## config.mk

```make
export PLATFORM = sky130hd
export DESIGN_NAME = bsmg_sequencer
export DESIGN_NICKNAME = d
export VERILOG_FILES = /design/src/bsmg_pkg.sv /design/src/bsmg_sequencer.sv
export SDC_FILE = /design/constraint.sdc
export NUM_CORES = 1
export LEC_CHECK = 0
export ABC_CLOCK_PERIOD_IN_PS = 1000
export BUFFER_PORTS_ARGS = -buffer_cell sky130_fd_sc_hd__buf_4
export CORE_AREA = 2 2 39 41
export DETAILED_ROUTE_END_ITERATION = 8
export DIE_AREA = 0 0 41 43
export GPL_TIMING_DRIVEN = 0
export PLACE_DENSITY_LB_ADDON = 0.25
export SYNTH_ARGS = -nofsm -noshare
export SYNTH_HDL_FRONTEND = slang
export SYNTH_SLANG_ARGS = --single-unit
export TNS_END_PERCENT = 5
```

## constraint.sdc

```tcl
create_clock -name clock -period 1 [get_ports clock]
set_input_delay 0.1 -clock clock [delete_from_list [all_inputs] [get_ports clock]]
set_output_delay 0.1 -clock clock [all_outputs]
set_load 0.03 [all_outputs]
```

## src/bsmg_pkg.sv

```systemverilog
package bsmg_pkg;

   localparam int CAPACITY = 1024;
   localparam int ADDR_W   = $clog2(CAPACITY);
   localparam int COUNT_W  = 11;
   localparam int DATA_W   = 32;
   localparam int STEP_W   = 3;

   localparam logic [COUNT_W-1:0] CAP_COUNT = COUNT_W'(CAPACITY);

   typedef logic [STEP_W-1:0] step_type;

   localparam step_type STEP_IDLE  = 3'd0;
   localparam step_type STEP_CHECK = 3'd1;
   localparam step_type STEP_READ  = 3'd2;
   localparam step_type STEP_CMP   = 3'd3;
   localparam step_type STEP_FULL  = 3'd4;
   localparam step_type STEP_STORE = 3'd5;

   typedef enum logic [1:0] {
      ST_OK      = 2'd0,
      ST_TOO_FEW = 2'd1,
      ST_FULL    = 2'd2
   } status_type;

   typedef enum logic [2:0] {
      COND_NONE      = 3'd0,
      COND_NO_REQ    = 3'd1,
      COND_FULL      = 3'd2,
      COND_SCAN_DONE = 3'd3,
      COND_OUT_BUSY  = 3'd4
   } cond_type;

   localparam logic REG_MAX_COUNT = 1'b0;

   typedef struct packed {
      logic accept;
      logic read;
      logic cmp;
      logic emit_full;
      logic store;
   } act_type;

   typedef struct packed {
      cond_type cond;
      step_type on_true;
      step_type on_false;
      logic     hold;
      act_type  act;
   } uword_type;

   typedef struct packed {
      act_type act;
      logic    fire;
   } ctl_type;

   typedef struct packed {
      logic no_req;
      logic full;
      logic scan_done;
      logic out_busy;
   } flags_type;

   // control store
   function automatic uword_type urom(step_type s);
      uword_type w;
      w = '0;
      case (s)
         STEP_IDLE: begin
            w.cond = COND_NO_REQ;    w.on_true = STEP_IDLE;  w.on_false = STEP_CHECK;
            w.hold = 1'b1;           w.act.accept = 1'b1;
         end
         STEP_CHECK: begin
            w.cond = COND_FULL;      w.on_true = STEP_FULL;  w.on_false = STEP_READ;
         end
         STEP_READ: begin
            w.cond = COND_SCAN_DONE; w.on_true = STEP_STORE; w.on_false = STEP_CMP;
            w.act.read = 1'b1;
         end
         STEP_CMP: begin
            w.cond = COND_NONE;      w.on_true = STEP_READ;  w.on_false = STEP_READ;
            w.act.cmp = 1'b1;
         end
         STEP_FULL: begin
            w.cond = COND_OUT_BUSY;  w.on_true = STEP_FULL;  w.on_false = STEP_IDLE;
            w.hold = 1'b1;           w.act.emit_full = 1'b1;
         end
         STEP_STORE: begin
            w.cond = COND_OUT_BUSY;  w.on_true = STEP_STORE; w.on_false = STEP_IDLE;
            w.hold = 1'b1;           w.act.store = 1'b1;
         end
         default: begin
            w.cond = COND_NONE;      w.on_true = STEP_IDLE;  w.on_false = STEP_IDLE;
         end
      endcase
      return w;
   endfunction

endpackage

```

## src/bsmg_sequencer.sv

```systemverilog
module bsmg_sequencer (
   input  logic                clock,
   input  logic                reset,
   input  bsmg_pkg::flags_type flags,
   output bsmg_pkg::ctl_type   ctl
);

   bsmg_pkg::step_type  pc_ff, pc_in;
   bsmg_pkg::uword_type word;
   logic                taken;

   assign word = bsmg_pkg::urom(pc_ff);

   always_comb begin
      case (word.cond)
         bsmg_pkg::COND_NONE:      taken = 1'b0;
         bsmg_pkg::COND_NO_REQ:    taken = flags.no_req;
         bsmg_pkg::COND_FULL:      taken = flags.full;
         bsmg_pkg::COND_SCAN_DONE: taken = flags.scan_done;
         bsmg_pkg::COND_OUT_BUSY:  taken = flags.out_busy;
         default:                  taken = 1'b0;
      endcase
      pc_in    = taken ? word.on_true : word.on_false;
      ctl.act  = word.act;
      ctl.fire = !(taken && word.hold);
   end

   always_ff @(posedge clock) begin
      if (reset) begin
         pc_ff <= bsmg_pkg::STEP_IDLE;
      end else begin
         pc_ff <= pc_in;
      end
   end

endmodule

```

Word-level counts from Yosys, hierarchy flattened:

Cells that the tools add are included.

* output and inout port bits: 6
* bits in read-only memories: 0
* latch bits: 0
* memories kept: 0
* flip-flop bits (word level): 3
* bits in writable memories: 0

* multiplexer cells: 9
* divide/modulo/power cells: 0
* multipliers: 0
* equality and inequality tests: 9
* shift-type cells: 0
* reductions and logical operators: 4
* order comparisons: 0
* add/subtract/negate cells: 0
* bitwise operators: 0

Operators by type and width (count)
* $pmux 9 s6: 1
* $eq 3x2->1 const B: 4
* $eq 3x3->1 const B: 3
* $eq 3x1->1 const B: 2
* $mux 1: 6
* $pmux 1 s4: 1
* $logic_not 3->1: 1
* $mux 3: 1
* $reduce_or 3->1: 1
* $logic_and 1x1->1: 1
* $logic_not 1->1: 1

Depth between registers and ports, before layout:

Gate-level depths: netlist (run 1).

* word-level depth: 6
* depth in mapped cells: 4
* mapped depth without buffers: 3

Worst setup path after synthesis (run 1):

OpenSTA, ideal clock, no wires.

* path kind: flip-flop to output port
* from: register pc_ff[2]
* to: output port ctl[0] (netlist name)
* arrival time: 1.044 ns
* required time: 0.900 ns
* path slack: -0.144 ns
* stages on the path, launching flop included: 5
* path through: dfxtp_1 clkbuf_1 nor2_1 a22oi_1 or2_1

RTL lines
* from (decl): line bsmg_sequencer.sv:8 `bsmg_pkg::step_type pc_ff, pc_in;`
* from (signal assigned): line bsmg_sequencer.sv:30 `pc_ff <= bsmg_pkg::STEP_IDLE;`
* from (signal assigned): line bsmg_sequencer.sv:32 `pc_ff <= pc_in;`
* to (decl): line bsmg_sequencer.sv:5 `output bsmg_pkg::ctl_type ctl`

==> results of run 1 <==
-- worst max-delay path, cell delays in order (launching register included) --
cell and delay [ns]:
sky130_fd_sc_hd__dfxtp_4 0.37, sky130_fd_sc_hd__nor2_4 0.12, sky130_fd_sc_hd__a22oi_1 0.07, sky130_fd_sc_hd__or2_4 0.25, sky130_fd_sc_hd__buf_6 0.14
-- power by group --
group          total [mW]  leakage [nW]  internal, mW  switching (mW)
logic               0.202         0.163         0.114          0.0883
registers           0.151        0.0264         0.129          0.0214
clock network       0.210        0.0150         0.149          0.0606
total               0.563         0.204         0.392           0.170
-- cells in the mapped netlist --
cell | count | area share (%)
sky130_fd_sc_hd__buf_4 | 5 | 15
sky130_fd_sc_hd__dfxtp_1 | 3 | 23
sky130_fd_sc_hd__a21oi_1 | 2 | 3.9
sky130_fd_sc_hd__clkbuf_1 | 2 | 2.9
sky130_fd_sc_hd__nor2_1 | 2 | 2.9
sky130_fd_sc_hd__nor3_1 | 2 | 3.9
sky130_fd_sc_hd__a22oi_1 | 1 | 2.9
sky130_fd_sc_hd__a311oi_2 | 1 | 5.8
sky130_fd_sc_hd__and2_1 | 1 | 2.4
sky130_fd_sc_hd__and3b_1 | 1 | 3.4
sky130_fd_sc_hd__buf_6 | 1 | 4.4
sky130_fd_sc_hd__inv_1 | 1 | 1.5
sky130_fd_sc_hd__mux2i_1 | 1 | 3.9
sky130_fd_sc_hd__nand2_1 | 1 | 1.5
sky130_fd_sc_hd__nand2b_1 | 1 | 2.4
sky130_fd_sc_hd__nand3_1 | 1 | 1.9
sky130_fd_sc_hd__nand3b_1 | 1 | 2.9
sky130_fd_sc_hd__nand4b_1 | 1 | 3.4
sky130_fd_sc_hd__nor2b_1 | 1 | 2.4
sky130_fd_sc_hd__nor3b_1 | 1 | 2.9
sky130_fd_sc_hd__o21ai_0 | 1 | 1.9
sky130_fd_sc_hd__or2_1 | 1 | 2.4
sky130_fd_sc_hd__or3_1 | 1 | 2.4
-- per-layer routing --
| layer | share of wire, % | track usage, % |
|---|---|---|
| met3 | 6.8 | 3.14 |
| met5 | 0 | 0 |
| met2 | 50 | 11.3 |
| met4 | 0 | 4.00 |
| met1 | 43 | 10.2 |
-- final timing paths --
check	end	slack, ns	cells past startpoint
max reg2reg	pc_ff[2]$_SDFF_PP0_	-0.22	4
min	pc_ff[2]$_SDFF_PP0_	0.04	2
min reg2reg	pc_ff[1]$_SDFF_PP0_	0.52	1
max	ctl[0]	-0.28	4
-- logic make-up after synthesis --
kind of cell	synth area share [%]
AO/OA/AOI/OAI	14.6
flip-flops	23.3
AND/OR/NAND/NOR	35.0
multiplexers	3.88
buffers and inverters	23.3
-- cells in the final DEF (no fill, tap or decap), types with 2 or more instances in the layout --
| cell | n |
|---|---|
| sky130_fd_sc_hd__clkbuf_4 | 3 |
| sky130_fd_sc_hd__buf_4 | 13 |
| sky130_fd_sc_hd__dfxtp_4 | 2 |
| sky130_fd_sc_hd__a21oi_1 | 2 |
| sky130_fd_sc_hd__buf_6 | 5 |
-- timing repair --
action,in CTS,in global routing
endpoints found under the setup margin,8,7
hold endpoints to repair,0,0
buffers inserted,2,0
gates resized for setup,15,3
pin swaps,1,3
-- cell type report --
class                   count  area (um^2)  share of cell area, %
repair buffers             13          116                   25.8
inverters                   1         3.75                  0.833
plain buffers               6         51.3                   11.4
multi-input cells          21          164                   36.4
flip-flops and latches      3         68.8                   15.3
clock buffers               4         26.3                   5.83
well taps                  16         20.0                   4.44
-- stage by stage --
step	hold slack (ns)	worst slack, ns	cell area [um^2]	TNS [ns]
after floorplan	0.168	-0.0822	260	-0.228
after global placement	0.293	-0.293	363	-1.58
after detailed placement	0.291	-0.296	363	-1.52
after CTS	0.0367	-0.292	453	-1.77
after global routing	0.0339	-0.319	450	-2.03
final	0.0426	-0.276	450	-1.61
==> flow_results.org, run 1 <==
** Critical path
- STA classifies the critical path startpoint as a flip-flop.
- Along the worst path, the maximum fanout reaches 6.
- Req. time, crit path :: roughly 0.90 ns
- Crit path capture type :: output port
- R2R Path Start :: pc_ff[0]$_SDFF_PP0_
- First element of the critical path :: pc_ff[0]$_SDFF_PP0_
- Startpoint-to-endpoint class of the critical path :: flip-flop to output port
- Data arrives at the worst endpoint at between 1 and 1.5 ns.

** GRT
- Total routing resource utilization after global routing :: 8.02%
- The initial antenna violation count was 0.
- For this run the aggregate overflow at the end of global routing stands at 0.
- The first global-routing pass estimated 938 um of wire.
- The via count of the first global-routing pass was 230.
- Entering global routing, the biggest net connects 11 pins.

** Timing
- Setup slack on the critical path of the routed design comes to -0.276 ns.
- Min Clock Period, post-route :: between 1 and 1.5 ns
- Worst Clk Skew :: about 0.0022 ns
- Worst slew margin relative to its limit :: between 80% and 90%
- Unrepaired setup endpoints after global routing :: yes
- Setup violations remaining at the end of the flow were counted as 7.
- Max Fclk :: 784 MHz
- The final max-slew violation count was 0.
- Actual slew at the worst max-slew pin :: around 0.16 ns
- The number of endpoints with negative hold slack in the final report is 0.
- Of the available clock period, the critical path in the final layout requires 128%.

** Pwr
- In this run the static leakage power is approximately 0.2 nW.
- In this run the power density over the cells is about 1200 mW/mm^2.
- The worst-case IR drop observed on VDD is approximately 0.00034 V.
- The completed layout was analyzed and its total power is about 0.56 mW.

** Place
- After legalization and detailed placement, the total HPWL measured approximately 380 um.
- Number of input and output port buffers inserted :: 11
- Including well taps, the total number of placed cells is 60.
- Routability-driven placement finished with a final weighted congestion of approximately 0.78.

** Floorplanning
- Boundary pin count :: 12
- Die Area :: about 0.0018 mm^2
- For this configuration, the core starts out at a cell density of between 10% and 20%.
- The region available for standard cell placement spans around 0.0014 mm^2.
- Row Count :: 14
- From bottom edge to top edge, the die measures around 43 um.
- Die X-Extent :: approximately 41 um

** Clocking
- CTS root buffer :: sky130_fd_sc_hd__clkbuf_4
- Post-CTS Hold Buffers :: 0
- TritonCTS built the clock tree.
- Number of CTS-inserted buffers :: 3
- After clock tree synthesis, the clock-pin slew on the worst setup and hold paths is ~0.04 ns.
- The clock drives 3 sinks.
- Clock latency at the later pin of the worst-skew pair :: about 0.23 ns
- The longest clock path from root to sink contains 2 buffers.
- In this run the number of H-tree levels came out at 1.

** Cells and area
- The finished layout holds 64 standard cells, fillers aside.
- Antenna diode count :: 0
- Compared with the post-synthesis result, the final layout area differs by 74.8%.
- Top register by number of flip-flops :: pc_ff
- Total number of nets in the final design :: 55
- For this run, the share of the core covered by cells in the final layout is between 30% and 40%.
- Share of final-layout standard cells stronger than drive strength 1 :: between 60% and 70%
- The filler cells instantiated in the layout total around 160.
- Largest registers :: pc_ff (3)
- The register with the most flip-flops in the layout has 3 of them.

** Synth
- Synthesis inferred 3 register bits.
- Mean instance size in the synthesized netlist :: 7.81 um^2
- Fraction of the yosys area taken by sequential cells :: around a quarter
- Synthesized instance count :: 33
- Total nets after synthesis :: 39
- The mapped netlist covers between 200 and 300 um^2.
- Count of yosys warnings during synthesis :: 0
- The netlist uses 23 different library cells.

** Detailed routing
- Post-detailed-routing wire length :: 548 um
- Dividing the detail-routed wire length by the instance count gives about 8.6 um.
- Vias after detailed routing :: ~250
- Post-detailed-route via-to-cell ratio :: approximately 3.9
- For this run, design rule violations remaining after detail routing come to 0.
- The detailed router finished its first iteration with 2 violations.
- The pre-antenna-repair detailed-routing pass consisted of 3 iterations.
- Once detail routing completed, the nets flagged for antenna violations numbered 0.

** Outcome
- The checks that failed: setup timing.
- Status :: complete, but fails checks

** Hold path
- Hold Path Origin :: reset
- Class of the tightest hold or removal check :: input port to flip-flop

** Job
- Max Cap Viol :: 0
Note: power is estimated with default switching activity, not from simulation.
==> run 2, diff against run 1 <==
--- a/config.mk
+++ b/config.mk
@@ -5,13 +5,13 @@
 export SDC_FILE = /design/constraint.sdc
 export NUM_CORES = 1
 export LEC_CHECK = 0
-export ABC_CLOCK_PERIOD_IN_PS = 1000
 export BUFFER_PORTS_ARGS = -buffer_cell sky130_fd_sc_hd__buf_4
 export CORE_AREA = 2 2 39 41
 export DETAILED_ROUTE_END_ITERATION = 8
 export DIE_AREA = 0 0 41 43
 export GPL_TIMING_DRIVEN = 0
 export PLACE_DENSITY_LB_ADDON = 0.25
+export REMOVE_ABC_BUFFERS = 1
 export SYNTH_ARGS = -nofsm -noshare
 export SYNTH_HDL_FRONTEND = slang
 export SYNTH_SLANG_ARGS = --single-unit
==> run 2 against run 1 <==
  * The flow still finishes with violations (setup timing)
  * Final cell count decreased by 4.7%
  * Global-route usage increased by 0.60 points
  * Non-clock buffer count shrank 3
  * Clock skew rose by 0.0011 ns
  * Critical path depth unchanged
  * Clock-buffer cell count unchanged
  * Combinational power shrank 11%
  * First-iteration DRC count stayed put
  * Sequential power hardly changed
  * Critical path type unchanged
  * Largest power group unchanged
==> flow_results.org, run 2 (synthesized netlist as in run 1, its figures left out) <==
** Timing
- The worst-case clock skew is 0.00321 ns (+0.00106 ns).
- The final max-slew violation count is 0 (unchanged).
- The number of endpoints with negative hold slack in the final report is 0 (unchanged).
- Actual slew at the worst max-slew pin :: 0.219 ns (+0.0582 ns)
- The highest achievable clock rate was 823 MHz (+5.1%).
- The tightest hold margin is 0.0406 ns (-0.00207 ns).
- Worst slew margin relative to its limit :: 85.4% (-3.8 points)
- The post-route clock period utilization was 121% (-6.2 points).
- Final WS setup :: -0.214 ns (+0.0618 ns)
- Min Clock Period, post-route :: 1.21 ns (-0.0618 ns)
- # setup viols final :: 7 (unchanged)
- Setup repair after global routing could not meet its margin everywhere.
- Aggregate negative setup slack :: -1.03 ns (+0.578 ns)

** Cells and area
- Total number of nets in the final design :: 52 (-5.5%)
- Antenna diode count :: 0 (unchanged)
- Largest register FFs :: 3 (unchanged)
- The top cell types in the final layout, fill and taps aside, are 13 x sky130_fd_sc_hd__buf_4, 3 x sky130_fd_sc_hd__clkbuf_4, 2 x sky130_fd_sc_hd__a21oi_1, 2 x sky130_fd_sc_hd__buf_6, 2 x sky130_fd_sc_hd__dfxtp_4.
- The count of fill cells added during filler insertion was 154 (-0.65%).
- Top register by number of flip-flops :: pc_ff
- Largest registers :: pc_ff (3)
- Relative to the synthesized area, the layout overhead comes to 55.8%.
- The post-route core utilization was 29.0% (-3.5 points).
- The fraction of final layout cells with drive strength greater than 1 is 60.0% (-2.5 points).
- The library cell used most frequently in the layout, excluding fill and tap cells, is sky130_fd_sc_hd__buf_4.

** Detailed routing
- The average vias per placed instance came to 4.07 (+3.3%).
- Vias after detailed routing :: 248 (-1.6%)
- The mean routed wirelength per cell came to 9.84 um (+15%).
- Number of DRC violations after detailed routing :: 0 (unchanged)
- The initial detailed-routing violation count was 2 (unchanged).
- First-pass iteration count of the detailed router :: 2 (-1)
- The detailed-route wire length was 600 um (+9.5%).
- Post-detailed-route count of antenna-violating nets :: 0 (unchanged)

** Pwr
- Leakage Power :: 0.182 nW (-11%)
- Peak supply drop :: 0.000365 V (+7.9%)
- The power dissipated by switching net loads came to 0.164 mW (-3.6%).
- Overall power :: 0.537 mW (-4.5%)
- The share of power burned in registers is 28.0% (+1.2 points).
- Sw Share :: 30.5% (+0.28 points)
- Cell-internal power :: 0.373 mW (-4.9%)
- Part of the power in the clock network :: 38.4% (+1.1 points)
- Cell Pwr Density :: 1340 mW/mm^2 (+7.1%)
- The combinational group share of total power was 33.6% (-2.3 points).

** Clocking
- The clock latency of the later-clocked register in the worst-skew pair was 0.23 ns (about the same).
- The number of levels in the clock H-tree came to 1 (unchanged).
- CTS tree :: done
- Post-CTS Hold Buffers :: 0 (unchanged)
- The clock sink count was 3 (unchanged).
- The clock buffer count from CTS is 3 (unchanged).
- Max clock buf depth :: 2 (unchanged)
- The clock input transition at the sequential cells of the worst setup and hold paths is 0.04 ns (about the same).
- CTS root buffer :: sky130_fd_sc_hd__clkbuf_4

** GRT
- The leftover overflow at the end of global routing was 0 (unchanged).
- Wire length of the first global-routing pass :: 1010 um (+7.4%)
- The global routing usage on met3 is 0% (-3.1 points).
- Total routing resource utilization after global routing :: 8.62% (+0.60 points)
- Initial antenna violation count :: 0 (unchanged)
- Met1 usage in global routing :: 10.9% (+0.64 points)
- Met2 Track Usage GR :: 12.5% (+1.2 points)
- The via count of the first global-routing pass was 269 (+17%).
- Gr busiest metal :: met2
- The largest net degree at the start of global routing is 14 (+3).

** Critical path
- Crit path capture type :: output port
- Largest fanout on the critical path :: 6 (unchanged)
- FF-to-FF path depth :: 4 (unchanged)
- Crit path arrival time :: 1.11 ns (-0.07 ns)
- In this run the critical register-to-register path is captured at pc_ff[2]$_SDFF_PP0_.
- The critical path data required time was 0.90 ns (about the same).
- The worst setup slack for register-to-register paths is -0.21 ns (about the same).
- Startpoint-to-endpoint class of the critical path :: flip-flop to output port
- STA classifies the critical path startpoint as a flip-flop.
- R2R Path Start :: pc_ff[0]$_SDFF_PP0_

** Hold path
- The worst hold path terminates at pc_ff[2]$_SDFF_PP0_.
- Class of the tightest hold or removal check :: input port to flip-flop
- Hold Path Origin :: reset
- Worst hold path depth :: 2 (unchanged)

** Floorplanning
- The number of rows in the core area was 14 (unchanged).
- The die area is 0.00176 mm^2 (unchanged).
- Die height :: 43 um (unchanged)
- Boundary pin count :: 12 (unchanged)
- The initial core utilization came to 18.6% (unchanged).
- Core region area :: 0.00138 mm^2 (unchanged)
- Die X-Extent :: 41 um (unchanged)

** Place
- The total half-perimeter wirelength after legalization and detailed placement came to 377 um (-1.9%).
- The count of input and output buffers was 11 (unchanged).
- RD Place Congestion :: 0.641 (-18%)

** Job
- The number of maximum-capacitance constraint violations came to 0 (unchanged).

** Outcome
- The run finished, with violations left.
- The final reports fail on setup timing.
run 2: through the flow:
| stage | area (um^2) | worst slack [ns] | instances |
|---|---|---|---|
| 2_1_floorplan | 201 | -0.401 | 25 |
| 3_3_place_gp | 304 | -0.183 | 52 |
| 3_5_place_dp | 304 | -0.190 | 52 |
| 4_1_cts | 389 | -0.225 | 60 |
| 5_1_grt | 402 | -0.271 | 61 |
| 6_report | 402 | -0.214 | 61 |
run 2: worst max-delay path by stage:
stage	start	endpoint	slack, ns	cells after the start
CTS	pc_ff[2]$_SDFF_PP0_	ctl[0]	-0.22	4
global placement	pc_ff[0]$_SDFF_PP0_	ctl[0]	-0.18	4
finish	pc_ff[2]$_SDFF_PP0_	ctl[0]	-0.21	4
detailed placement	pc_ff[0]$_SDFF_PP0_	pc_ff[2]$_SDFF_PP0_	-0.19	3
global route	pc_ff[2]$_SDFF_PP0_	ctl[0]	-0.27	4
floorplan	pc_ff[1]$_SDFF_PP0_	pc_ff[2]$_SDFF_PP0_	-0.40	2
run 2: power groups by stage:
| stage | Combinational [mW] | Clock, mW | Sequential [mW] |
|---|---|---|---|
| after floorplan | 0.0826 | 0 | 0.145 |
| after global placement | 0.134 | 0 | 0.152 |
| after detailed placement | 0.134 | 0 | 0.152 |
| after CTS | 0.173 | 0.215 | 0.152 |
| after global routing | 0.194 | 0.222 | 0.154 |
| final | 0.180 | 0.206 | 0.151 |
run 2: cell type report:
| type | count | area [um^2] | share of cell area (%) |
|---|---|---|---|
| multi-input cells | 21 | 158 | 39.3 |
| repair buffers | 16 | 125 | 31.2 |
| clock buffers | 4 | 26.3 | 6.54 |
| well taps | 16 | 20.0 | 4.98 |
| flip-flops and latches | 3 | 68.8 | 17.1 |
| inverters | 1 | 3.75 | 0.935 |
run 2: timing repair:
action                                  4_1_cts  5_1_grt
endpoints found under the setup margin        7        8
gates resized for setup                      11        2
setup buffers                                 4        1
pin swaps                                     1        1
run 2: worst max-delay path: stages (launching register included):
cell and delay, ns:
sky130_fd_sc_hd__dfxtp_4 0.36, sky130_fd_sc_hd__nor2_4 0.11, sky130_fd_sc_hd__a22oi_1 0.06, sky130_fd_sc_hd__or2_1 0.22, sky130_fd_sc_hd__buf_6 0.14
run 2: metal layers:
layer  vias to the layer above  part of all wire (%)
met2                         9                    50
met3                         0                   5.0
li1                        131                     -
met5                         -                     0
met1                       108                    45
met4                         0                     0
==> run 3, diff against run 2 <==
==> constraint.sdc (replaced) <==
create_clock -name clock -period 1.55 [get_ports clock]
set_input_delay 0.155 -clock clock [delete_from_list [all_inputs] [get_ports clock]]
set_output_delay 0.155 -clock clock [all_outputs]
set_load 0.03 [all_outputs]
==> run 3 against run 2 <==
  * The run now ends clean
  * Utilization down 5.0 points
  * Combinational power down 52%
  * Worst hold slack better by 0.063 ns
  * Power down 41%
  * Via count down 11%
  * Sequential cell count unchanged
  * Die area unchanged
==> flow_results.org, run 3 (synthesized netlist as in run 1, its figures left out) <==
** Critical path
- The arrival time at the worst endpoint came to 1.27 ns (+0.16 ns).
- Crit path capture type :: output port
- Flop-to-flop setup slack :: 0.36 ns (+0.57 ns)
- The critical path goes through nor2_2 > a22oi_1 > or2_1 > buf_4.
- The peak per-stage delay on the critical path was 0.38 ns (+0.02 ns).
- FF-to-FF End :: pc_ff[2]$_SDFF_PP0_
- In this design, the largest share of critical-path delay is due to simple AND/OR/NAND/NOR gates.
- The worst path buffer plus inverter count is 1 (unchanged).
- Startpoint-to-endpoint class of the critical path :: flip-flop to output port
- R2R Path Start :: pc_ff[0]$_SDFF_PP0_
- The critical path data required time was 1.39 ns (+0.49 ns).
- The critical-path maximum fanout was 8 (+2).
- On the critical path, the stage with the largest delay is an instance of sky130_fd_sc_hd__dfxtp_1.
- The worst-case reg-to-reg path depth was 3 (-1).
- Element type at the critical path start :: flip-flop

** Timing
- The final critical path takes up between 90 and 100% of the cycle.
- Setup repair after global routing left no endpoint under its margin.
- The final max-slew violation count is 0 (unchanged).
- The final sum of negative setup slack came to 0 ns (+1.03 ns).
- Worst Clk Skew :: 0.00355 ns (+0.000340 ns)
- Max Fclk :: roughly 700 MHz
- After layout, the minimum clock period comes to between 1 and 1.5 ns.
- Final WS setup :: 0.123 ns (+0.337 ns)
- Worst hold margin :: 0.103 ns (+0.0628 ns)
- The number of endpoints with negative hold slack in the final report is 0 (unchanged).
- The worst-case headroom to the max-slew limit came to 78.3% (-7.0 points).
- The transition at the pin with the smallest max-transition slack is 0.325 ns (+0.105 ns).
- The setup-violating endpoint count in the final report came to 0 (-7).

** Cells and area
- Largest register FFs :: 3 (unchanged)
- The antenna diode count is 0 (unchanged).
- The net total in the final layout came to 47 (-9.6%).
- Synthesis-to-finish area growth :: 29.1%
- The post-route cell area came to 333 um^2 (-17%).
- Commonest non-fill, non-tap cell in the layout :: sky130_fd_sc_hd__buf_4
- Filler instances :: 152 (-1.3%)
- Top register by number of flip-flops :: pc_ff
- Largest registers :: pc_ff (3)
- Share of final-layout standard cells stronger than drive strength 1 :: 40.0% (-20 points)
- In the layout the commonest cells are 11 x sky130_fd_sc_hd__buf_4, 3 x sky130_fd_sc_hd__clkbuf_4, 3 x sky130_fd_sc_hd__dfxtp_1, 2 x sky130_fd_sc_hd__nor3_1, 2 x sky130_fd_sc_hd__a21oi_1.
- End-of-flow core utilization :: 24.1% (-5.0 points)

** Clocking
- The clock input transition at the sequential cells of the worst setup and hold paths is 0.04 ns (about the same).
- The number of buffers inserted by post-CTS setup repair came to 0 (-4).
- The clock sink count came to 3 (unchanged).
- The maximum count of clock buffers along a single path came to 2 (unchanged).
- The clock latency of the later-clocked register in the worst-skew pair came to 0.23 ns (about the same).
- The tree is rooted in a sky130_fd_sc_hd__clkbuf_4.
- Number of CTS-inserted buffers :: 3 (unchanged)
- TritonCTS built the clock tree.
- The number of levels in the clock H-tree came to 1 (unchanged).

** Place
- Number of input and output port buffers inserted :: 11 (unchanged)
- The final weighted congestion in routability-driven placement is 0.641 (unchanged).
- The total half-perimeter wirelength after legalization and detailed placement was 377 um (unchanged).
- The total placed instance area is 304 um^2 (unchanged).
- Pre-CTS worst setup slack :: 0.317 ns (+0.507 ns)

** Detailed routing
- Number of DRC violations after detailed routing :: 0 (unchanged)
- The initial detailed-routing violation count came to 2 (unchanged).
- The mean routed wirelength per cell is 9.11 um (-7.4%).
- The number of vias after detailed routing came to 221 (-11%).
- The number of detailed-routing iterations run before antenna repair was 2 (unchanged).
- The number of antenna-violating nets in the routed design was 0 (unchanged).
- The average vias per placed instance is 3.95 (-2.9%).
- The detailed-route wire length came to 510 um (-15%).

** Outcome
- The run finished with clean final reports.

** Floorplanning
- The number of rows in the core area was 14 (unchanged).
- The standard cell core area is 0.00138 mm^2 (unchanged).
- Initial cell density of the core :: 18.6% (unchanged)
- Boundary pin count :: 12 (unchanged)
- The horizontal die dimension is 41 um (unchanged).
- The chip height is 43 um (unchanged).
- Die Area :: 0.00176 mm^2 (unchanged)

** Pwr
- The maximum vdd ir drop is 0.000221 V (-39%).
- The leakage power was 0.144 nW (-20%).
- The power per cell area was 951 mW/mm^2 (-29%).

** Hold path
- In this run the most critical hold path is launched from reset.
- End of the worst hold path :: pc_ff[2]$_SDFF_PP0_
- The number of cells on the worst hold path was 2 (unchanged).
- In this run the worst hold path is classified as input port to flip-flop.

** GRT
- The via count of the first global-routing pass came to 229 (-15%).
- Initial antenna violation count :: 0 (unchanged)
- The leftover overflow at the end of global routing is 0 (unchanged).
- The first-pass GRT wire length was 883 um (-12%).
- The largest net degree at the start of global routing came to 14 (unchanged).
- Total routing resource utilization after global routing :: 7.52% (-1.1 points)

** Job
- Max Cap Viol :: 0 (unchanged)
==> run 3: cell count changes in the layout (fill, tap and decap cells not counted), sizes merged <==
cell,previous run,this run
buf,16,11
==> run 3: worst reg2reg max path, delay by kind of cell, from the launching register on <==
family | cells | cell delay [ns]
flip-flops | 1 | 0.48
AO/OA/AOI/OAI | 1 | 0.19
AND/OR/NAND/NOR | 1 | 0.32
multiplexers | 1 | 0.11
==> run 3: through the flow <==
step	power [mW]	cells
final	0.317	56
after global routing	0.336	56
after CTS	0.322	56
after detailed placement	0.184	52
after global placement	0.185	52
after floorplan	0.147	25
==> run 3: how the worst max path moves through the flow <==
stage                              from                  end  cells past startpoint
floorplan           pc_ff[1]$_SDFF_PP0_  pc_ff[2]$_SDFF_PP0_                      2
global placement    pc_ff[0]$_SDFF_PP0_               ctl[0]                      4
detailed placement  pc_ff[0]$_SDFF_PP0_               ctl[0]                      4
CTS                 pc_ff[0]$_SDFF_PP0_               ctl[0]                      4
global route        pc_ff[0]$_SDFF_PP0_               ctl[0]                      4
finish              pc_ff[0]$_SDFF_PP0_               ctl[0]                      4
==> run 3: layer usage <==
layer / part of all wire (%) / GRT usage (%) / up-vias
met3: 6.9 / 0 / 0
met2: 45 / 10.0 / 9
met1: 48 / 9.90 / 91
li1: - / - / 121
met5: 0 / 0 / -
met4: 0 / 8.00 / 0
==> run 3: cell type report <==
type / count / area [um^2] / share of cell area, %
Tap cell: 16 / 20.0 / 6.02
Timing Repair Buffer: 11 / 82.6 / 24.8
Clock buffer: 4 / 26.3 / 7.89
Multi-Input combinational cell: 21 / 140 / 42.1
Inverter: 1 / 3.75 / 1.13
Sequential cell: 3 / 60.1 / 18.0
==> run 3: timing repair <==
| action | CTS | global route |
|---|---|---|
| endpoints found under the setup margin | 0 | 1 |
| endpoints found under the hold margin | 0 | 0 |
| resized for setup | 0 | 1 |
| hold buffers | 0 | 0 |
==> run 3: report_power, final <==
part	switching [mW]	leakage [nW]	internal, mW
logic	0.0465	0.105	0.0400
clock network	0.0371	0.0150	0.0963
registers	0.0135	0.0246	0.0833
